$ cat config.mk
export PLATFORM = sky130hd
export DESIGN_NAME = lcpu_site_decode
export DESIGN_NICKNAME = d
export VERILOG_FILES = /design/src/design/lcpu_pkg.sv /design/src/design/lcpu_site_decode.sv
export SDC_FILE = /design/constraint.sdc
export NUM_CORES = 1
export LEC_CHECK = 0
export BUFFER_PORTS_ARGS = -buffer_cell sky130_fd_sc_hd__buf_2
export CAP_MARGIN = 20
export CORE_MARGIN = 2
export CORE_UTILIZATION = 49
export DETAILED_ROUTE_END_ITERATION = 10
export PLACE_DENSITY = 0.9
export SYNTH_ARGS = -nofsm -noshare
export SYNTH_HDL_FRONTEND = slang
export SYNTH_SLANG_ARGS = --single-unit
$ cat constraint.sdc
create_clock -name vclk -period 9.31
set_input_delay 2.793 -clock vclk [all_inputs]
set_output_delay 2.793 -clock vclk [all_outputs]
set_load 0.01 [all_outputs]
$ cat src/design/lcpu_pkg.sv
// Shared types and constants for the lattice contact-process update block.
// No dependencies.
package lcpu_pkg;

    localparam int SIDE_DEFAULT = 128;

    localparam int COORD_IN_W  = 7;
    localparam int FRAC_W      = 16;
    localparam int THR_W       = 17;
    localparam int SWEEP_W     = 15;
    localparam int SWEEP_CNT_W = 14;
    localparam int POP_W       = 15;
    localparam int TOTAL_W     = 32;

    localparam int APB_DATA_W = 32;
    localparam int APB_ADDR_W = 4;

    localparam logic [THR_W-1:0]   DEATH_RESET  = 17'd39649;
    localparam logic [THR_W-1:0]   GROWTH_RESET = 17'd65536;
    localparam logic [SWEEP_W-1:0] SWEEP_RESET  = 15'd16384;
    localparam logic [SWEEP_W-1:0] SWEEP_MAX    = 15'd16384;
    localparam int                 SEED_COUNT   = 4;

    localparam logic [1:0] REG_DEATH  = 2'd0;
    localparam logic [1:0] REG_GROWTH = 2'd1;
    localparam logic [1:0] REG_SWEEP  = 2'd2;

    localparam logic [1:0] DIR_LEFT  = 2'd0;
    localparam logic [1:0] DIR_RIGHT = 2'd1;
    localparam logic [1:0] DIR_ABOVE = 2'd2;
    localparam logic [1:0] DIR_BELOW = 2'd3;

    typedef struct packed {
        logic [COORD_IN_W-1:0] site_x;
        logic [COORD_IN_W-1:0] site_y;
        logic [1:0]            direction;
        logic [FRAC_W-1:0]     random_fraction;
    } lcpu_site_t;

    typedef struct packed {
        logic               new_value;
        logic [POP_W-1:0]   population;
        logic               sweep_end;
        logic               reseeded;
        logic [TOTAL_W-1:0] reset_total;
    } lcpu_result_t;

    typedef struct packed {
        logic [THR_W-1:0]   death_threshold;
        logic [THR_W-1:0]   growth_threshold;
        logic [SWEEP_W-1:0] sweep_length;
    } lcpu_cfg_t;

    // centre 2x2 block membership of a cell
    typedef struct packed {
        logic       hit;
        logic [1:0] idx;
    } lcpu_ctr_t;

endpackage

$ cat src/design/lcpu_site_decode.sv
// Site decode: wraps coordinates, finds the neighbour, forms cell addresses and centre flags.
// Depends on lcpu_pkg.
module lcpu_site_decode #(
    parameter int SIDE = lcpu_pkg::SIDE_DEFAULT,
    parameter int CW   = $clog2(SIDE),
    parameter int AW   = $clog2(SIDE * SIDE)
) (
    input  lcpu_pkg::lcpu_site_t site,
    output logic [AW-1:0]        here_addr,
    output logic [AW-1:0]        nb_addr,
    output lcpu_pkg::lcpu_ctr_t  here_ctr,
    output lcpu_pkg::lcpu_ctr_t  nb_ctr
);
    import lcpu_pkg::*;

    localparam int            RW     = CW + 8;
    localparam logic [CW-1:0] CTR_LO = CW'(SIDE / 2);
    localparam logic [CW-1:0] CTR_HI = CW'(SIDE / 2 + 1);
    localparam logic [CW-1:0] MAX_C  = CW'(SIDE - 1);

    // restoring reduction modulo SIDE, one shifted multiple per step
    function automatic logic [CW-1:0] wrap_coord(input logic [COORD_IN_W-1:0] v);
        logic [RW-1:0] r;
        r = RW'(v);
        for (int k = COORD_IN_W - 1; k >= 0; k--)
        begin
            if (r >= (RW'(SIDE) << k))
                r = r - (RW'(SIDE) << k);
        end
        return r[CW-1:0];
    endfunction

    function automatic logic [AW-1:0] addr_of(input logic [CW-1:0] cx,
                                              input logic [CW-1:0] cy);
        return AW'(cy) * AW'(SIDE) + AW'(cx);
    endfunction

    function automatic lcpu_ctr_t ctr_of(input logic [CW-1:0] cx,
                                         input logic [CW-1:0] cy);
        lcpu_ctr_t c;
        c.hit = (cx == CTR_LO || cx == CTR_HI) && (cy == CTR_LO || cy == CTR_HI);
        c.idx = {cy == CTR_HI, cx == CTR_HI};
        return c;
    endfunction

    logic [CW-1:0] x;
    logic [CW-1:0] y;
    logic [CW-1:0] nx;
    logic [CW-1:0] ny;

    assign x = wrap_coord(site.site_x);
    assign y = wrap_coord(site.site_y);

    always_comb
    begin
        nx = x;
        ny = y;
        case (site.direction)
            DIR_LEFT:  nx = (x == '0) ? MAX_C : x - CW'(1);
            DIR_RIGHT: nx = (x == MAX_C) ? '0 : x + CW'(1);
            DIR_ABOVE: ny = (y == '0) ? MAX_C : y - CW'(1);
            default:   ny = (y == MAX_C) ? '0 : y + CW'(1);
        endcase
    end

    assign here_addr = addr_of(x, y);
    assign nb_addr   = addr_of(nx, ny);
    assign here_ctr  = ctr_of(x, y);
    assign nb_ctr    = ctr_of(nx, ny);

endmodule

Word-level counts from Yosys, hierarchy flattened
Index checks and enable logic that the tools add are counted. Widths: inputs -> output; s select.

Flip-flop bits (word level): 0. Output and inout bits: 34. Input port bits: 32. Word-level logic and storage cells: 34.

Mux-type cells: 6. Equal/unequal tests: 12. $add $sub $neg: 6. Reductions and logical operators: 10.

Operator list (count): $eq 7x7->1 const B (10); $add 14x7->14 (2); $mux 7 (4); $pmux 7 s2 (2); $add 7x1->7 const B (2); $logic_not 7->1 (2); $sub 7x1->7 const B (2); $logic_or 1x1->1 (4); $eq 2x1->1 const B (1); $eq 2x2->1 const B (1); $logic_and 1x1->1 (2); $logic_not 2->1 (1); $reduce_or 2->1 (1).

Depth between registers and ports, before layout
Depth after elaboration: 6. Gate-level depth with buffers: 8. Gate-level depth less buffers: 8.

Worst setup path before layout
OpenSTA, ideal clock, no wires.

Path kind: input-to-output. From: input port site[25] (netlist name). To: output port nb_ctr[2] (netlist name). Path buffers: 0. Data required time: 6517 ps. Cell stages on the path: 8. Arrival: 4424 ps. Setup slack: 2093 ps. Cell sequence: inv_1 -> ha_1 -> nor2b_1 -> a221o_2 -> a32o_1 -> nor3_1 -> nand4bb_1 -> and4b_1.

RTL lines: start: declaration (line lcpu_site_decode.sv:8) `input lcpu_pkg::lcpu_site_t site,`; end: declaration (line lcpu_site_decode.sv:12) `output lcpu_pkg::lcpu_ctr_t nb_ctr`.

==> results_dict.tcl <==
set metrics [dict create \
    cpPeakStageDelay_ns 0.37 \
    setup_violations 0 \
    syn_to_final_growth_pct 10.2 \
    postSynthCellCount 153 \
    grt_max_degree 32 \
    status "finished, final reports clean" \
    drt_wl_total_mm 2.75 \
    antenna_found_initial 0 \
    cp_num_buf_inv 3 \
    vias 1237 \
    fill_cells 204 \
    die_h_microns 50.4 \
    ys_seq_area_frac 0 \
    dieArea_sq_um 2540 \
    ys_types 51 \
    port_buffers 50 \
    post_cts_resized 0 \
    crit_path_frequent_cell "buf_2" \
    seq_cells 0 \
    crit_family "simple AND/OR/NAND/NOR gates" \
    vdd_drop_max_mv 0.0284 \
    drtIter0Drc 37 \
    grt_usage 0.208 \
    num_rows 16 \
    via_per_inst 6.00 \
    synth.avg_cell_area_sq_um 6.89 \
    route.detailed.drc 0 \
    finalCritPeriodShare 0.829 \
    nets 221 \
    layout_commonest_cell "buf_2" \
    yosysWarningCount 0 \
    dp_hpwl_mm 2.11 \
    hold_buffers 0 \
    cpMaxStageDelayCell "a221o_2" \
    grt_pass1_wl_mm 4.45 \
    netlist_area_sq_um 1050 \
    fin_setup_tns_ns 0 \
    clock_buffers 0 \
    ant_nets 0 \
    gp_congestion 0.917 \
    die_x_microns 50.4 \
    path_cells "buf_2, inv_1, ha_1, nor2b_1, a221o_2, a32o_1, nor3_1, nand4bb_1, and4b_1, buf_2" \
    layout_common_cells "buf_2 (50), nor2_1 (11), nand2_1 (11), nand3_1 (9), ha_1 (8)" \
    cp.required_ns 6.52 \
    relSlewSlack 0.642 \
    grt-ovfl-total 0 \
    critical_path_class "primary input to output port" \
    regArea_sq_um 0 \
    layout-drive-gt1-share 0.341 \
    fin_ws_ns 1.59 \
    grt_pass1_vias 1049 \
    antennaDiodeCount 0 \
    drt-pass1-iter-count 4 \
    powerDensity_nw_per_um2 44.8 \
    start_util 0.526 \
    postCtsSetupBuffers 0 \
    cp-end-kind "output port" \
    worstHoldPathType "primary input to output port" \
    synth_fp_nets 193 \
    arrival_ns 4.92 \
    min_period_ns 7.72 \
    start_kind "primary input" \
    drv_slew 0 \
    ios 66 \
    p_leak_nw 0.545 \
    maxCapViolations 0 \
    fmax_ghz 0.130 \
    wl_per_cell_microns 13.3 \
    preCtsSetupSlack_ns 1.61 \
    coreArea_sq_um 2000 \
    critPathMaxFanout 9 \
    rsz0062_at_grt "false" \
    hold_viol_final 0 \
    tightestPinTransition_ns 0.532 \
]
worst paths after layout:
| check | cells after the start | slack (ns) | startpoint | end |
|---|---|---|---|---|
| hold / removal | 2 | 5.87 | site[24] | here_addr[13] |
| setup / recovery | 10 | 1.59 | site[25] | nb_ctr[2] |
through the flow:
stage	power, mW	hold slack, ns	cells	cell area, sq um	util
after detailed placement	0.0515	5.87	206	1160	0.580
after global placement	0.0505	5.87	206	1160	0.580
after floorplan	0.0383	5.68	153	1050	-
after global routing	0.0572	5.88	206	1160	0.580
final	0.0520	5.87	206	1160	0.580
after CTS	0.0517	5.87	206	1160	0.580
power breakdown:
part	internal [mW]	switching [mW]
Combinational	0.0204	0.0316
Clock	0	0
Sequential	0	0
Total	0.0204	0.0316
area by class of cell:
class | instances | area, sq um | area share
Multi-Input combinational cell | 122 | 851 | 0.733
Tap cell | 27 | 33.8 | 0.0291
Timing Repair Buffer | 50 | 250 | 0.216
Inverter | 7 | 26.3 | 0.0226
kinds of logic (layout without fill, tap and decap cells):
logic type,after synthesis,in the layout,synth area share
AND/OR/NAND/NOR,67,67,0.366
buffers and inverters,31,57,0.192
AO/OA/AOI/OAI,40,40,0.287
XOR/XNOR,6,6,0.0499
adder cells (fa/ha/maj),8,8,0.0950
multiplexers,1,1,0.00950
Yosys cell counts, types with 2 or more instances:
cell      number  share of area
buf_4         14           0.10
nand2_1       11          0.039
nor2_1        11          0.039
nand3_1        9          0.043
ha_1           8          0.095
buf_2          7          0.033
inv_1          7          0.025
o21ai_0        7          0.033
nor3_1         6          0.029
a21oi_1        5          0.024
and3_1         4          0.024
nor2b_1        4          0.024
xnor2_1        4          0.033
a31oi_1        3          0.018
nand2b_1       3          0.018
nand4_1        3          0.018
nor4_1         3          0.018
o211ai_1       3          0.021
o22ai_1        3          0.018
a211oi_1       2          0.014
a21boi_0       2          0.014
and3_2         2          0.014
buf_6          2          0.021
nand3b_1       2          0.014
xor2_1         2          0.017
layer usage:
metal  GRT usage  vias to the layer above  wire length, microns
li1            -                      608                     -
met5           0                        -                     0
met1       0.262                      557                  1150
met4      0.0225                        0                     9
met2       0.399                       70                  1340
met3     0.00893                        2                   254
(Power assumes the default switching activity.)
