## src/design/lcpu_pkg.sv

```systemverilog
// Shared types and constants for the lattice contact-process update block.
// No dependencies.
package lcpu_pkg;

    localparam int SIDE_DEFAULT = 128;

    localparam int COORD_IN_W  = 7;
    localparam int FRAC_W      = 16;
    localparam int THR_W       = 17;
    localparam int SWEEP_W     = 15;
    localparam int SWEEP_CNT_W = 14;
    localparam int POP_W       = 15;
    localparam int TOTAL_W     = 32;

    localparam int APB_DATA_W = 32;
    localparam int APB_ADDR_W = 4;

    localparam logic [THR_W-1:0]   DEATH_RESET  = 17'd39649;
    localparam logic [THR_W-1:0]   GROWTH_RESET = 17'd65536;
    localparam logic [SWEEP_W-1:0] SWEEP_RESET  = 15'd16384;
    localparam logic [SWEEP_W-1:0] SWEEP_MAX    = 15'd16384;
    localparam int                 SEED_COUNT   = 4;

    localparam logic [1:0] REG_DEATH  = 2'd0;
    localparam logic [1:0] REG_GROWTH = 2'd1;
    localparam logic [1:0] REG_SWEEP  = 2'd2;

    localparam logic [1:0] DIR_LEFT  = 2'd0;
    localparam logic [1:0] DIR_RIGHT = 2'd1;
    localparam logic [1:0] DIR_ABOVE = 2'd2;
    localparam logic [1:0] DIR_BELOW = 2'd3;

    typedef struct packed {
        logic [COORD_IN_W-1:0] site_x;
        logic [COORD_IN_W-1:0] site_y;
        logic [1:0]            direction;
        logic [FRAC_W-1:0]     random_fraction;
    } lcpu_site_t;

    typedef struct packed {
        logic               new_value;
        logic [POP_W-1:0]   population;
        logic               sweep_end;
        logic               reseeded;
        logic [TOTAL_W-1:0] reset_total;
    } lcpu_result_t;

    typedef struct packed {
        logic [THR_W-1:0]   death_threshold;
        logic [THR_W-1:0]   growth_threshold;
        logic [SWEEP_W-1:0] sweep_length;
    } lcpu_cfg_t;

    // centre 2x2 block membership of a cell
    typedef struct packed {
        logic       hit;
        logic [1:0] idx;
    } lcpu_ctr_t;

endpackage

```

## src/design/lcpu_cfg_regs.sv

```systemverilog
// APB-style configuration registers: thresholds and sweep length.
// Depends on lcpu_pkg.
module lcpu_cfg_regs (
    input  logic                              clk,
    input  logic                              rst_n,
    input  logic                              psel,
    input  logic                              penable,
    input  logic                              pwrite,
    input  logic [lcpu_pkg::APB_ADDR_W-1:0]   paddr,
    input  logic [lcpu_pkg::APB_DATA_W-1:0]   pwdata,
    output logic [lcpu_pkg::APB_DATA_W-1:0]   prdata,
    output logic                              pready,
    output lcpu_pkg::lcpu_cfg_t               cfg
);
    import lcpu_pkg::*;

    logic [THR_W-1:0]   death_reg;
    logic [THR_W-1:0]   growth_reg;
    logic [SWEEP_W-1:0] sweep_reg;
    logic [1:0]         reg_idx;
    logic               wr_fire;

    assign reg_idx = paddr[3:2];
    assign wr_fire = psel && penable && pwrite;
    assign pready  = 1'b1;

    always_ff @(posedge clk or negedge rst_n)
    begin
        if (!rst_n)
        begin
            death_reg  <= DEATH_RESET;
            growth_reg <= GROWTH_RESET;
            sweep_reg  <= SWEEP_RESET;
        end
        else if (wr_fire)
        begin
            unique case (reg_idx)
                REG_DEATH:  death_reg  <= pwdata[THR_W-1:0];
                REG_GROWTH: growth_reg <= pwdata[THR_W-1:0];
                REG_SWEEP:  sweep_reg  <= pwdata[SWEEP_W-1:0];
                default:    ;
            endcase
        end
    end

    always_comb
    begin
        unique case (reg_idx)
            REG_DEATH:  prdata = APB_DATA_W'(death_reg);
            REG_GROWTH: prdata = APB_DATA_W'(growth_reg);
            REG_SWEEP:  prdata = APB_DATA_W'(sweep_reg);
            default:    prdata = '0;
        endcase
    end

    assign cfg.death_threshold  = death_reg;
    assign cfg.growth_threshold = growth_reg;
    assign cfg.sweep_length     = sweep_reg;

endmodule

```

## config.mk

```make
export PLATFORM = sky130hd
export DESIGN_NAME = lcpu_cfg_regs
export DESIGN_NICKNAME = d
export VERILOG_FILES = /design/src/design/lcpu_pkg.sv /design/src/design/lcpu_cfg_regs.sv
export SDC_FILE = /design/constraint.sdc
export NUM_CORES = 1
export LEC_CHECK = 0
export BUFFER_PORTS_ARGS = -buffer_cell sky130_fd_sc_hd__buf_2
export CAP_MARGIN = 20
export CORE_MARGIN = 2
export CORE_UTILIZATION = 40
export DETAILED_ROUTE_END_ITERATION = 8
export PLACE_DENSITY = 0.69
export SLEW_MARGIN = 20
export SYNTH_ARGS = -nofsm -noshare
export SYNTH_HDL_FRONTEND = slang
export SYNTH_SLANG_ARGS = --single-unit
```

## constraint.sdc

```tcl
create_clock -name clk -period 3.6 [get_ports clk]
set_input_delay 0.72 -clock clk [delete_from_list [all_inputs] [get_ports clk]]
set_output_delay 0.72 -clock clk [all_outputs]
set_load 0.05 [all_outputs]
```

---- After elaboration in Yosys (flattened, before gate mapping) ----
Cells that the tools add are included.
word-level totals
  bits in registers ....................... 49
  output and inout port bits .............. 82
cells by class
  equality and inequality tests ........... 2
  mux-type cells .......................... 1
  reductions and logical operators ........ 6
operator list
  cell                                                  count
  case mux 17 bit (3 select lines)                      1
  AND reduction 2 bit                                   3
  equality test 2 x 1 -> 1 bit (second input constant)  1
  equality test 2 bit (second input constant)           1
  logical AND 1 bit                                     2
  logical NOT 2 bit                                     1

---- Logic depth before layout (Yosys ltp) ----
Gate-level depths: netlist (run 1).
  word-level depth ........................ 3
  depth in mapped cells ................... 5
  mapped depth without buffers ............ 3

---- Worst setup path before layout (run 1) ----
OpenSTA, ideal clock, no wires.
  path kind ............................... input to output
  start point ............................. in paddr[2] in the netlist's numbering
  end point ............................... out prdata[10] in the netlist's numbering
  data arrival time ....................... 2.373 ns
  data required time ...................... 2.880 ns
  setup slack ............................. 0.507 ns
  stages .................................. 4
  buffers on the path ..................... 2
  cell sequence ........................... buf_4 buf_2 mux2i_1 o21ai_0
between the ends
  longest elaborated chain between the ends .. 2
ends and longest elaborated chain
  element                                      RTL line             text
  from (decl)                                  lcpu_cfg_regs.sv:9   input logic [lcpu_pkg::APB_ADDR_W-1:0] paddr,
  equality test 2 bit (tied with other cells)  lcpu_cfg_regs.sv:48  unique case (reg_idx)
  case mux 17 bit (3 select lines) *           lcpu_cfg_regs.sv:48
  to (decl)                                    lcpu_cfg_regs.sv:11  output logic [lcpu_pkg::APB_DATA_W-1:0] prdata,
Mark *: on every way between the ends. The rest lies on a longest branch, timed or not.

---- Worst setup path in the final report (run 1) ----
  start point ............................. in paddr[2] in the netlist's numbering
  end point ............................... out prdata[2] in the netlist's numbering
The elaborated chain is that of the path after synthesis.

==> results of run 1 <==
power by group through the flow:
stage               logic [mW]  clock network, mW  registers, mW
CTS                       1.05              0.333          0.794
global placement          1.04                  0          0.798
finish                    1.04              0.322          0.793
floorplan                0.375                  0           1.25
detailed placement        1.05                  0          0.804
global route              1.09              0.357          0.815
Yosys cell counts (all sizes together):
master	instances	area, um2
nor2	2	7.51
buf	23	181
clkbuf	2	7.51
dfstp	10	263
nor3b	1	12.5
nor2b	1	6.26
mux2	49	589
or3b	1	8.76
nor3	1	16.3
mux2i	17	170
nand2	15	56.3
o21ai	15	75.1
nand3	1	10.0
dfrtp	39	976
conb	2	7.51
metrics by stage:
step	worst slack (ns)	area (um2)	std cells	util, %
final	0.884	2920	344	49.9
after global routing	0.726	2920	344	49.9
after CTS	0.814	2910	344	49.8
after detailed placement	0.819	2830	337	48.3
after global placement	0.810	2830	337	48.3
after floorplan	0.507	2440	193	-
worst max path at each step:
stage,from,to,slack [ns],cells past startpoint
6_report,paddr[2],prdata[2],0.88,6
5_1_grt,paddr[2],prdata[1],0.73,6
4_1_cts,paddr[2],prdata[2],0.81,6
3_5_place_dp,paddr[2],prdata[2],0.82,6
3_3_place_gp,paddr[2],prdata[2],0.81,6
2_1_floorplan,paddr[2],prdata[10],0.51,4
per-layer routing:
layer / share of wire (%) / track usage [%] / vias up
met4: 1.0 / 4.58 / 0
met5: 0 / 0 / -
met2: 49 / 27.7 / 61
met3: 5.1 / 3.33 / 8
li1: - / - / 768
met1: 45 / 21.2 / 780
cell type report:
cell class / count / area [um2]
tap: 75 / 93.8
timing repair buffer: 94 / 485
sequential: 49 / 1240
multi-input combinational: 119 / 1010
fill: 558 / 2930
clock buffer: 7 / 86.3
critical path: stages:
cell and delay [ns]:
buf_2 0.19, nor2b_1 0.41, buf_4 0.24, nand2_1 0.05, o21ai_0 0.08, buf_2 0.29
cells by family after synthesis:
kind of cell	after synthesis	synth area share, %
buf+inv	25	7.91
other cells	2	0.315
simple gates	22	4.93
mux	66	31.8
flops	49	51.9
compound gates	15	3.14
==> run metrics, run 1 <==
setup-violating endpoint count in the final report 0; clock latency on the worst-skew pair 0.29 ns; startpoint types input pin; Max Fanout on Critical Path 9; Max Root-Sink Buffers 2; CTS clk-pin slew, worst paths 0.08 ns; Core Box Area 5850 um2; Final Skew 0 ns; FF+latch count, synth 49; slew of the pin with the lowest slew margin 1.02 ns; dpl hpwl 3570 um; Sw Ratio 48.3%; cells after synthesis 179; TritonCTS sink count 49; CP required 2.88 ns; Seq pwr share 36.8%; Final Max Tran Viols 0; worst r2r src growth_reg[4]; r2r endpoint growth_reg[4]; CP Class input pin to output pin; Layout Nets 310; synth unique cells 19; fin crit share 75.4%; Die Width 81.3 um; Mapped Area 2390 um2; starting density of the core 40.8%; total CTS buffers 5; H-tree levels 2; yosys warns 0; Comb pwr share 48.3%; vias in the first global route 1592; post_cts resized 0; internal power 1.11 mW; Clk pwr share 14.9%; # port buffers 89; DIE AREA 6600 um2; die height 81.3 um; P_sw 1.04 mW; post-layout power 2.16 mW; Final Hold Slack 0.436 ns; GRT overflow 0; setup TNS 0 ns; sequential-to-total area share from yosys stat 51.9%; DRT Pass-1 Iters 3; CP Capture Type output pin; via/cell ratio 4.70; share of cells above drive strength 1 60.2%; Core Rows 28; DR vias 1617; outcome finished, final reports clean; RSZ-0062 raised after global routing no; Initial DRC Count 45; CTS Hold Bufs 0; Post-CTS Setup Bufs 0; R2R setup slack 2.82 ns; root buffer cell clkbuf_8; Max Freq 368 MHz; detailed-route wire length per cell 14.8 um; DRC Markers 0; slew margin rel. 31.7%; diodes inserted 0; Worst Reg2Reg Path Length in Cells 1; Layout area overhead 22.2%; CTS tree done; Max VDD drop 0.000317 V; Leak 1.50 nW; most frequent cells in the layout 88 x buf_2, 39 x mux2_2, 39 x dfrtp_1, 17 x mux2i_1, 16 x conb_1; all-layer global routing usage 16.3%; routability cong. 0.638; IO Pins 123; Routed Antenna Nets 0; most common cell after layout, fill and taps aside buf_2; initial antenna violation count 0; WL final 5080 um; largest net degree at the start of global routing 50; pwr/cell area 739 nW/um2; worst min path class input pin to asynchronous set/reset pin; Max-cap violations 0; WP data arrival 2.00 ns; Syn Area/Cell 13.3 um2; minimum clock period 2.72 ns; Fin. Hold Viols 0; global-route wire length before repair 8010 um
Note: power is estimated with default switching activity, not from simulation.
==> inputs of run 2 (changes only) <==
ABC_AREA = 1   (was not set)
clock period = 2.7 ns   (was 3.6 ns; I/O delays follow)
==> run 2 against run 1 <==
Cell count up 37%; register-to-register slack worse by 0.86 ns; sequential power up 30%; clock-buffer cell count down 2; combinational power up 13%; wire length up 20%.
==> run metrics, run 2 <==
detailed-route wire length per cell 12.9 um; Largest stage delay, worst path 0.46 ns; Syn Area/Cell 7.83 um2; CP Capture Type output pin; Fin. Hold Viols 0; CTS clk-pin slew, worst paths 0.08 ns; CP max-delay cell nor2_4; Max Freq 463 MHz; Final Skew 0 ns; clock latency on the worst-skew pair 0.29 ns; RSZ-0062 raised after global routing no; TritonCTS sink count 49; yosys warns 0; global-route wire length before repair 9490 um; cells after synthesis 307; Non-Filler Instances 470; all-layer global routing usage 19.2%; die height 81.5 um; CP Class input pin to output pin; starting density of the core 41.1%; FF+latch count, synth 49; DIE AREA 6640 um2; WL final 6080 um; routability cong. 0.720; outcome finished, final reports clean; Util after Layout 49.5%; setup TNS 0 ns; crit path cell chain buf_2 > nor2_4 > nand2_1 > nand3_1 > buf_2; Placed Instances 462; CP required 2.16 ns; Setup crit start paddr[3]; Layout area overhead 20.5%; Final Max Tran Viols 0; H-tree levels 2; dpl hpwl 4030 um; share of cells above drive strength 1 31.1%; worst min path class input pin to asynchronous set/reset pin; DR vias 2126; diodes inserted 0; CTS tree done; sequential-to-total area share from yosys stat 51.6%; Worst path most repeated cell buf_2; Core Box Area 5850 um2; DRC Markers 0; slew margin rel. 37.1%; initial antenna violation count 0; most frequent cells in the layout 200 x nand2_1, 89 x buf_2, 39 x dfrtp_1, 16 x conb_1, 15 x nand3_1; CTS Hold Bufs 0; most common cell after layout, fill and taps aside nand2_1; vias in the first global route 1878; largest area contributor in the netlist dfrtp_1; pwr/cell area 906 nW/um2; Final Hold Slack 0.387 ns; post_cts resized 0; Synth area leaders dfrtp_1 41%, nand2_1 31%, dfstp_2 11%, buf_4 5.6%, nand3_1 3.1%; Post-CTS Setup Bufs 0; setup-violating endpoint count in the final report 0; startpoint types input pin; DRT Pass-1 Iters 6; Max VDD drop 0.000387 V; total CTS buffers 5; Leak 1.73 nW; slew of the pin with the lowest slew margin 0.944 ns; fraction of registers with async set/reset 100%; Layout Nets 435; most numerous cell in the Yosys netlist nand2_1; Max-cap violations 0; Post-synth top flop dfrtp_1; Routed Antenna Nets 0; via/cell ratio 4.52; Die Width 81.5 um; Max Root-Sink Buffers 2; placed cell areas 2810 um2; Mapped Area 2400 um2; top cell type's share of synthesized area 40.6%; fin crit share 80.0%; minimum clock period 2.16 ns; WP data arrival 1.62 ns; # port buffers 89; Max Fanout on Critical Path 18; Initial DRC Count 115; worst r2r src death_reg[11]; Core Rows 28; commonest cells in the netlist 200 x nand2_1, 39 x dfrtp_1, 18 x buf_4; number of synthesized flops with an enable pin 0; IO Pins 123; synth unique cells 15; root buffer cell clkbuf_8; largest net degree at the start of global routing 45; design area 2890 um2; GRT overflow 0
-- run 2: changes by cell type in the layout (fill, tap and decap cells not counted), moves of 10 or more --
| cell | previous run | this run |
|---|---|---|
| nand3_1 | 0 | 15 |
| mux2_4 | 10 | 0 |
| nand2_1 | 15 | 200 |
| mux2i_1 | 17 | 0 |
| mux2_2 | 39 | 0 |
| o21ai_0 | 15 | 0 |
-- run 2: layout make-up --
class / instances / area, um2
fill: 606 / 2960
sequential: 49 / 1240
multi-input combinational: 242 / 993
timing repair buffer: 91 / 460
tap: 75 / 93.8
clock buffer: 5 / 68.8
inverter: 5 / 21.3
clock inverter: 3 / 17.5
-- run 2: power breakdown --
group	switching (mW)	internal (mW)	total (mW)
sequential	0.119	0.906	1.03
clock	0.238	0.179	0.417
combinational	0.955	0.225	1.18
-- run 2: routing by layer --
metal / vias up / track usage (%) / part of all wire, %
met4: 0 / 4.07 / 0.56
met2: 60 / 34.0 / 49
met1: 991 / 24.8 / 46
met3: 2 / 3.08 / 4.2
li1: 1073 / - / -
met5: - / 0 / 0
-- run 2: critical path, delay by kind of cell --
family	cells	cell delay, ns
buffers and inverters	2	0.40
and+or+nand+nor	3	0.68
-- run 2: kinds of logic after synthesis --
| family | count (synthesis) | synth area share (%) |
|---|---|---|
| DFF | 49 | 51.6 |
| other | 2 | 0.313 |
| and+or+nand+nor | 226 | 38.9 |
| buffers and inverters | 30 | 9.27 |
-- run 2: metrics by stage --
stage	power (mW)	worst slack (ns)
floorplan	1.96	0.750
global placement	2.21	0.531
detailed placement	2.23	0.526
CTS	2.64	0.525
global route	2.77	0.453
finish	2.62	0.539
-- run 2: final timing paths --
check                                      end  slack (ns)  depth (start not counted)
min in group clk                growth_reg[16]        0.44                          3
worst max register to register   death_reg[11]        1.96                          2
worst min register to register  growth_reg[16]        0.47                          2
worst min-delay path             growth_reg[0]        0.39                          1
worst max-delay path                 prdata[8]        0.54                          5
max in group asynchronous        growth_reg[7]        1.69                          2
==> inputs of run 3 (changes only) <==
ABC_AREA = 0   (was 1)
PLACE_DENSITY = 0.72   (was 0.69)
clock period = 1.8 ns   (was 2.7 ns; I/O delays follow)
==> run 3 against run 2 <==
Final area increased by 6.6%; sequential share of layout area decreased by 2.6 points; highest routed layer unchanged; clock skew is the same; via count decreased by 21%; sequential power is 54% higher; wire length is 14% lower; sequential cell count did not move; hold slack got worse by 0.35 ns; die area down 0.59%; power grew 66%; cell count down 24%.
==> run metrics, run 3 (synthesis results as in run 1) <==
outcome finished, final reports clean; FILL cells 532; most frequent cells in the layout 88 x buf_2, 39 x mux2_2, 39 x dfrtp_1, 17 x mux2i_1, 16 x conb_1; Layout Nets 320; Max Freq 583 MHz; CP max-delay cell buf_2; Post-CTS Setup Bufs 0; Worst path most repeated cell buf_2; largest net degree at the start of global routing 50; Non-Filler Instances 355; die height 81.3 um; CP Class input pin to output pin; Die Width 81.3 um; Core Box Area 5850 um2; Final Skew 0 ns; diodes inserted 0; initial antenna violation count 0; r2r endpoint death_reg[10]; Largest stage delay, worst path 0.27 ns; most common cell after layout, fill and taps aside buf_2; dpl hpwl 3860 um; clock latency on the worst-skew pair 0.29 ns; H-tree levels 2; Final Max Tran Viols 0; crit path cell chain buf_2 > nor2b_1 > buf_4 > nand2_1 > o21ai_2 > buf_2; Max-cap violations 0; Max Root-Sink Buffers 2; share of cells above drive strength 1 67.1%; WP data arrival 1.35 ns; Final WS setup 0.0861 ns; Max Fanout on Critical Path 12; setup TNS 0 ns; minimum clock period 1.71 ns; IO Pins 123; RSZ-0062 raised after global routing no; routability cong. 0.716; DRT Pass-1 Iters 2; Placed Instances 347; startpoint types input pin; Leak 1.58 nW; Core Rows 28; fin crit share 95.2%; CTS clk-pin slew, worst paths 0.08 ns; worst min path class input pin to asynchronous set/reset pin; CTS tree done; DIE AREA 6600 um2; WL final 5260 um; via/cell ratio 4.74; root buffer cell clkbuf_8; Fin. Hold Viols 0; setup-violating endpoint count in the final report 0; Routed Antenna Nets 0; all-layer global routing usage 16.4%; Initial DRC Count 55; total CTS buffers 5; DP Worst Slack 0.0722 ns; global-route wire length before repair 8090 um; CP required 1.44 ns; Worst Reg2Reg Path Length in Cells 1; Layout area overhead 29.2%; R2R setup slack 0.98 ns; pwr/cell area 1410 nW/um2; GRT overflow 0; detailed-route wire length per cell 14.8 um; DR vias 1683; worst r2r src death_reg[10]; CP Capture Type output pin; Max VDD drop 0.000628 V; TritonCTS sink count 49; starting density of the core 40.8%; vias in the first global route 1578; DRC Markers 0; # port buffers 89
## run 3: cell types whose count changed in the layout (fill, tap and decap cells not counted), moves of 3 or more
cell and change:
buf_12 +3, buf_4 +10, clkbuf_1 +3, mux2_2 +39, mux2_4 +10, mux2i_1 +17, nand2_1 -185, nand2_2 -3
nand3_1 -15, nor2_4 -5, o21ai_2 +15
## run 3: repair_timing
item / 4_1_cts / 5_1_grt
setup endpoints to repair: 0 / 1
resized for setup: 0 / 1
hold buffers: 0 / 0
## run 3: critical path: cells and delay by family
| family | cells | cell delay (ns) |
|---|---|---|
| and+or+nand+nor | 2 | 0.29 |
| AOI/OAI and AO/OA | 1 | 0.05 |
| buffers and inverters | 3 | 0.65 |
## run 3: per-layer routing
metal | track usage, % | part of all wire, % | vias up
met4 | 4.07 | 0.72 | 0
met5 | 0 | 0 | -
met2 | 27.8 | 51 | 55
met3 | 3.44 | 5.1 | 4
li1 | - | - | 791
met1 | 21.4 | 43 | 833
## run 3: worst max-delay path by stage
stage	cells after the start	slack [ns]	start	end
final	6	0.09	paddr[3]	prdata[9]
after global routing	6	0.008	paddr[3]	prdata[8]
after CTS	6	0.06	paddr[3]	prdata[9]
after detailed placement	6	0.07	paddr[3]	prdata[9]
after global placement	6	0.08	paddr[3]	prdata[9]
after floorplan	5	-0.04	paddr[3]	prdata[10]
## run 3: final cells by class
| class | count | area, um2 | area share (%) |
|---|---|---|---|
| Multi-Input combinational cell | 119 | 1070 | 34.8 |
| Clock buffer | 8 | 80.1 | 2.60 |
| Tap cell | 75 | 93.8 | 3.04 |
| Sequential cell | 49 | 1240 | 40.2 |
| Timing Repair Buffer | 104 | 598 | 19.4 |
## run 3: power by group
| group | switching (mW) | internal, mW | total [mW] |
|---|---|---|---|
| clock | 0.336 | 0.277 | 0.612 |
| sequential | 0.196 | 1.40 | 1.59 |
| combinational | 1.59 | 0.564 | 2.16 |
## run 3: stage by stage
step	cell area (um2)	utilization [%]	hold WS, ns	power (mW)
floorplan	2500	-	0.0644	3.32
global placement	3000	51.3	0.365	3.75
detailed placement	3000	51.3	0.369	3.79
CTS	3080	52.7	0.0445	4.42
global route	3080	52.7	0.0441	4.57
finish	3080	52.7	0.0357	4.36
